## src/rtl/ipbs_pkg.sv

```systemverilog
// ----------------------------------------------------------------------------
// ipbs_pkg
// Shared types and constants for the integer power-by-squaring pipeline.
// ----------------------------------------------------------------------------
package ipbs_pkg;

   // Field widths of the request and response channels
   localparam int BASE_BITS     = 32;
   localparam int EXP_BITS      = 32;
   localparam int RESULT_BITS   = 32;

   // The exponent's sign bit is not scanned, so there is one step per magnitude bit
   localparam int EXP_STEP_BITS = EXP_BITS - 1;
   localparam int STEP_COUNT    = EXP_STEP_BITS;

   // Default arithmetic width of the products
   localparam int DEFAULT_WIDTH = 32;

   typedef struct packed {
      logic signed [BASE_BITS-1:0] base_value;
      logic signed [EXP_BITS-1:0]  exponent_value;
   } req_payload_type;

   typedef struct packed {
      logic signed [RESULT_BITS-1:0] power_result;
   } rsp_payload_type;

   // Control travelling down the pipeline next to the data
   typedef struct packed {
      logic                     valid;
      logic [EXP_STEP_BITS-1:0] exp_bits;
   } ipbs_ctrl_type;

endpackage

```

## src/rtl/ipbs_step.sv

```systemverilog
// ----------------------------------------------------------------------------
// ipbs_step
// One exponent bit: multiply the accumulator by the square when the bit is
// set, and square the square, over two register stages of split multipliers.
// ----------------------------------------------------------------------------
module ipbs_step #(
   parameter int WIDTH = ipbs_pkg::DEFAULT_WIDTH
) (
   input  logic                    clock,
   input  logic                    reset,
   input  logic                    advance,
   input  ipbs_pkg::ipbs_ctrl_type in_ctrl,
   input  logic [WIDTH-1:0]        in_acc,
   input  logic [WIDTH-1:0]        in_sq,
   output ipbs_pkg::ipbs_ctrl_type out_ctrl,
   output logic [WIDTH-1:0]        out_acc,
   output logic [WIDTH-1:0]        out_sq
);

   localparam int LoBits = (WIDTH + 1) / 2;
   localparam int HiBits = WIDTH - LoBits;
   localparam int EB     = ipbs_pkg::EXP_STEP_BITS;

   logic [WIDTH-1:0]    mul_value;
   logic [LoBits-1:0]   acc_lo, mul_lo, sq_lo;
   logic [HiBits-1:0]   acc_hi, mul_hi, sq_hi;
   logic [2*LoBits-1:0] acc_ll_full, sq_ll_full;
   logic [WIDTH-1:0]    acc_x1_full, acc_x2_full, sq_x1_full, sq_x2_full;

   ipbs_pkg::ipbs_ctrl_type ctrl_a_in, ctrl_a_ff, ctrl_b_ff;
   logic [WIDTH-1:0]  acc_ll_ff, sq_ll_ff;
   logic [HiBits-1:0] acc_x1_ff, acc_x2_ff, sq_x1_ff, sq_x2_ff;
   logic [HiBits-1:0] acc_cross_in, sq_cross_in;
   logic [WIDTH-1:0]  acc_b_in, sq_b_in, acc_b_ff, sq_b_ff;

   // multiply by the square only where the exponent bit is set
   assign mul_value = in_ctrl.exp_bits[0] ? in_sq : {{(WIDTH-1){1'b0}}, 1'b1};

   assign acc_lo = in_acc[LoBits-1:0];
   assign acc_hi = in_acc[WIDTH-1:LoBits];
   assign mul_lo = mul_value[LoBits-1:0];
   assign mul_hi = mul_value[WIDTH-1:LoBits];
   assign sq_lo  = in_sq[LoBits-1:0];
   assign sq_hi  = in_sq[WIDTH-1:LoBits];

   // low half product; the high-by-high term falls above WIDTH bits
   assign acc_ll_full = {{LoBits{1'b0}}, acc_lo} * {{LoBits{1'b0}}, mul_lo};
   assign acc_x1_full = {{HiBits{1'b0}}, acc_lo} * {{LoBits{1'b0}}, mul_hi};
   assign acc_x2_full = {{LoBits{1'b0}}, acc_hi} * {{HiBits{1'b0}}, mul_lo};
   assign sq_ll_full  = {{LoBits{1'b0}}, sq_lo} * {{LoBits{1'b0}}, sq_lo};
   assign sq_x1_full  = {{HiBits{1'b0}}, sq_lo} * {{LoBits{1'b0}}, sq_hi};
   assign sq_x2_full  = {{LoBits{1'b0}}, sq_hi} * {{HiBits{1'b0}}, sq_lo};

   always_comb begin
      ctrl_a_in          = in_ctrl;
      ctrl_a_in.exp_bits = {1'b0, in_ctrl.exp_bits[EB-1:1]};
   end

   // combine the partial products, wrapping to WIDTH bits
   assign acc_cross_in = acc_x1_ff + acc_x2_ff;
   assign sq_cross_in  = sq_x1_ff + sq_x2_ff;
   assign acc_b_in     = acc_ll_ff + {acc_cross_in, {LoBits{1'b0}}};
   assign sq_b_in      = sq_ll_ff + {sq_cross_in, {LoBits{1'b0}}};

   always_ff @(posedge clock) begin
      if (reset) begin
         ctrl_a_ff.valid <= 1'b0;
         ctrl_b_ff.valid <= 1'b0;
      end else if (advance) begin
         ctrl_a_ff.valid <= ctrl_a_in.valid;
         ctrl_b_ff.valid <= ctrl_a_ff.valid;
      end
      if (advance) begin
         ctrl_a_ff.exp_bits <= ctrl_a_in.exp_bits;
         acc_ll_ff          <= acc_ll_full[WIDTH-1:0];
         acc_x1_ff          <= acc_x1_full[HiBits-1:0];
         acc_x2_ff          <= acc_x2_full[HiBits-1:0];
         sq_ll_ff           <= sq_ll_full[WIDTH-1:0];
         sq_x1_ff           <= sq_x1_full[HiBits-1:0];
         sq_x2_ff           <= sq_x2_full[HiBits-1:0];
         ctrl_b_ff.exp_bits <= ctrl_a_ff.exp_bits;
         acc_b_ff           <= acc_b_in;
         sq_b_ff            <= sq_b_in;
      end
   end

   assign out_ctrl = ctrl_b_ff;
   assign out_acc  = acc_b_ff;
   assign out_sq   = sq_b_ff;

   a_bubble_moves : assert property (@(posedge clock) disable iff (reset)
      advance && !ctrl_a_ff.valid |=> !ctrl_b_ff.valid)
      else $error("ipbs_step: bubble turned into a valid request");

   a_request_moves : assert property (@(posedge clock) disable iff (reset)
      advance && ctrl_a_ff.valid |=> ctrl_b_ff.valid)
      else $error("ipbs_step: request lost between stages");

   a_stall_holds : assert property (@(posedge clock) disable iff (reset)
      !advance |=> $stable(ctrl_b_ff.valid) && $stable(acc_b_ff) && $stable(sq_b_ff))
      else $error("ipbs_step: stage changed while stalled");

endmodule

```

## config.mk

```make
export PLATFORM = sky130hd
export DESIGN_NAME = ipbs_step
export DESIGN_NICKNAME = d
export VERILOG_FILES = /design/src/rtl/ipbs_pkg.sv /design/src/rtl/ipbs_step.sv
export SDC_FILE = /design/constraint.sdc
export NUM_CORES = 2
export LEC_CHECK = 0
export BUFFER_PORTS_ARGS = -buffer_cell sky130_fd_sc_hd__buf_4
export CAP_MARGIN = 0
export CORE_UTILIZATION = 30
export DETAILED_ROUTE_END_ITERATION = 6
export PLACE_DENSITY_LB_ADDON = 0.25
export SYNTH_ARGS = -nofsm -noshare
export SYNTH_HDL_FRONTEND = slang
export SYNTH_SLANG_ARGS = --single-unit
```

## constraint.sdc

```tcl
create_clock -name clock -period 6.87 [get_ports clock]
set_input_delay 0.687 -clock clock [delete_from_list [all_inputs] [get_ports clock]]
set_output_delay 0.687 -clock clock [all_outputs]
set_load 0.02 [all_outputs]
```

==> out/metrics.cfg <==
[cells_and_area]
most-common-layout-cells = inv_1, fa_1, nand2_1, buf_4, ha_1
area_delta_synth_final_pct = 15.0
final_common_cell = inv_1
final_layout_size_suffix_gt1_share_pct = 11.8
fin_nets = 5002

[synthesis]
synth_area_leaders = fa_1, edfxtp_1, ha_1, inv_1, nand2_1
async_reset_ff_share_pct = 0
synth_top_area_cell = fa_1
yosysSeqAreaShare_pct = 19.6
yosysTopAreaCellShare_pct = 32.8
yosysWarnings = 0
syn_area_um2 = 35900
synth.distinct_cells = 65
ys.flop_type = edfxtp_1
synth-edff-count = 233
ys_ff_latch = 235
avgSynthCellArea_um2 = 9.81
syn-instance-count = 3662

[timing]
max_freq_ghz = 0.155
fin_worst_skew_ns = 0.0147
slew_headroom_pct = 45.8
setup_viol = 0
min_period_ns = 6.44
tightestPinTransition_ns = 0.813
whs_ns = 0.250
rsz0062_at_grt = no
final_hold_viol_count = 0
slew_violations = 0
fin_crit_sh_pct = 93.7

[clock_network]
clock_path_buffers = 3
clockRootBuffer = clkbuf_16
path_clk_slew_ns = 0.06
cts_buffers = 30
cts_sinks = 235
hold_buffers = 0
htree_levels = 1
clk_latency_ns = 0.59
postCtsSetupRepairBufs = 0
cts_resized = 0
cts_tree = yes

[floorplanning]
die-area_um2 = 121000
die_w_um = 348
io_pins = 195
die_y_um = 348
rows = 126
initial_core_util_pct = 30.3
core-area_um2 = 118000

[setup_path]
reg2reg_to = out_acc[31]
cp-end-kind = register
r2r_slack_ns = 2.51
cp-start-kind = input port
required_ns = 7.21
crit_fanout = 25
worst-endpoint-arrival_ns = 6.78
r2r-start = acc_x1_ff[0]
ff2ff_path_depth = 17
critPathKind = in -> reg

[power]
switchingPower_mw = 8.18
power_frac_comb_pct = 75.5
p_seq_share_pct = 15.9
irDropWorstVdd_uv = 663
total_power_mw = 18.5
p_per_area_nw_per_um2 = 448
p_clk_share_pct = 8.6
swShare_pct = 44.2
p_int_mw = 10.3
power_leakage_nw = 20.8

[worst_hold_path]
hold_path_depth = 2
holdPathEnd = ctrl_a_ff[31]
hold_path.class = in -> reg
hold_start = reset

[place]
port_buffers = 192
dp_hpwl_mm = 78.7
gp_congestion = 0.889

[global_route]
first_global_vias = 26681
grt_max_degree = 105
grt_usage_pct = 16.5
antenna_found_initial = 13
gr-total-overflow = 0
grt_pass1_wl_mm = 154

[drt]
wl_mm = 98.1
drt_iter0_markers = 1357
avgRoutedWirePerCell_um = 17.7
vias_per_cell = 4.59
first_pass_iters = 5
num_vias = 25434
antenna_left = 0
drc_errors = 0

[run_status]
status = completed

[flow_run]
drv_cap = 0

kinds of logic after synthesis:
kind of cell / count (synthesis) / synth area share (%)
compound gates: 244 / 4.66
xor+xnor: 216 / 5.27
fa+ha+maj: 981 / 46.5
buf+inv: 963 / 10.1
flops: 235 / 19.6
mux: 4 / 0.115
other cells: 1 / 0.0104
simple gates: 1018 / 13.8
sequential cells by signal (all words and copies together) (netlist names), 16 cells and up:
name and flops:
out_acc 32, ctrl_a_ff 31, sq_ll_ff 31, out_ctrl 31, acc_ll_ff 32, out_sq 31
acc_x2_ff 16, acc_x1_ff 16
worst max-delay path: stages:
cell and delay [ns]:
buf_4 0.16, buf_4 0.26, and2_1 0.31, nand2_1 0.12
fa_1 0.42, inv_1 0.07, fa_1 0.44, fa_1 0.59
fa_1 0.44, fa_1 0.50, inv_1 0.05, fa_1 0.47
inv_1 0.04, ha_1 0.29, a21o_1 0.17, a21oi_1 0.14
nor2b_1 0.07, nand3b_1 0.18, a2111oi_0 0.55, o31ai_1 0.22
a31oi_1 0.29, mux2i_1 0.23, nand3_1 0.08
area by class of cell:
type,count,area (um^2)
Fill cell,12139,77100
Tap cell,1600,2000
Multi-Input combinational cell,2465,25300
Antenna cell,1,2.50
Timing Repair Buffer,401,3040
Inverter,789,2960
Clock buffer,36,795
Clock inverter,19,194
Sequential cell,235,7040
routing by layer:
metal  GRT usage, %  vias to the layer above  part of all wire [%]
li1               -                    11896                     -
met1           23.1                    12902                    45
met2           26.9                      527                    46
met3           2.55                       93                   6.6
met4           3.38                       16                   1.9
met5              0                        -                 0.091
stage by stage:
stage | TNS, ns | instance area, um^2 | instances | setup WS (ns) | utilization [%]
floorplan | 0 | 35900 | 3663 | 0.00165 | -
global placement | -0.0122 | 40300 | 5490 | -0.0122 | 34.0
detailed placement | -0.475 | 40300 | 5490 | -0.175 | 34.0
CTS | 0 | 41300 | 5545 | 0.460 | 34.9
global route | 0 | 41300 | 5546 | 0.0981 | 34.9
finish | 0 | 41300 | 5546 | 0.432 | 34.9
Yosys cell counts (3+ instances only):
cell,number
a2111oi_0,3
a211o_1,3
a211oi_1,11
a21o_1,36
a21oi_1,71
a31o_1,3
a31oi_1,9
and2_1,127
and3_1,228
and4_1,3
buf_1,3
buf_4,3
clkbuf_1,168
edfxtp_1,233
fa_1,589
ha_1,392
inv_1,788
mux2i_1,3
nand2_1,452
nand2b_1,10
nand3_1,33
nand3b_1,4
nand4_1,5
nor2_1,96
nor2b_1,18
nor3_1,21
o2111ai_1,4
o21a_1,18
o21ai_0,19
o21ai_1,10
o21bai_1,20
o31a_1,3
o31ai_1,7
o41a_1,3
o41ai_1,4
or2_2,7
or3_1,7
xnor2_1,174
xor2_1,42
worst max path at each step:
stage,start,end,slack (ns),cells past startpoint
after floorplan,in_ctrl[0],acc_ll_ff[30],0.002,25
after global placement,in_ctrl[0],acc_ll_ff[26],-0.01,24
after detailed placement,in_ctrl[0],acc_ll_ff[30],-0.18,23
after CTS,in_ctrl[0],acc_ll_ff[30],0.46,23
after global routing,in_ctrl[0],acc_ll_ff[26],0.1,27
final,in_ctrl[0],acc_ll_ff[30],0.43,23
power by group through the flow:
stage | Sequential [mW] | Clock (mW) | Combinational, mW
finish | 2.94 | 1.59 | 14.0
global route | 2.99 | 1.71 | 15.8
CTS | 2.95 | 1.67 | 14.3
detailed placement | 2.97 | 0 | 14.2
global placement | 2.97 | 0 | 14.2
floorplan | 3.05 | 0 | 9.30
(Power assumes the default switching activity.)
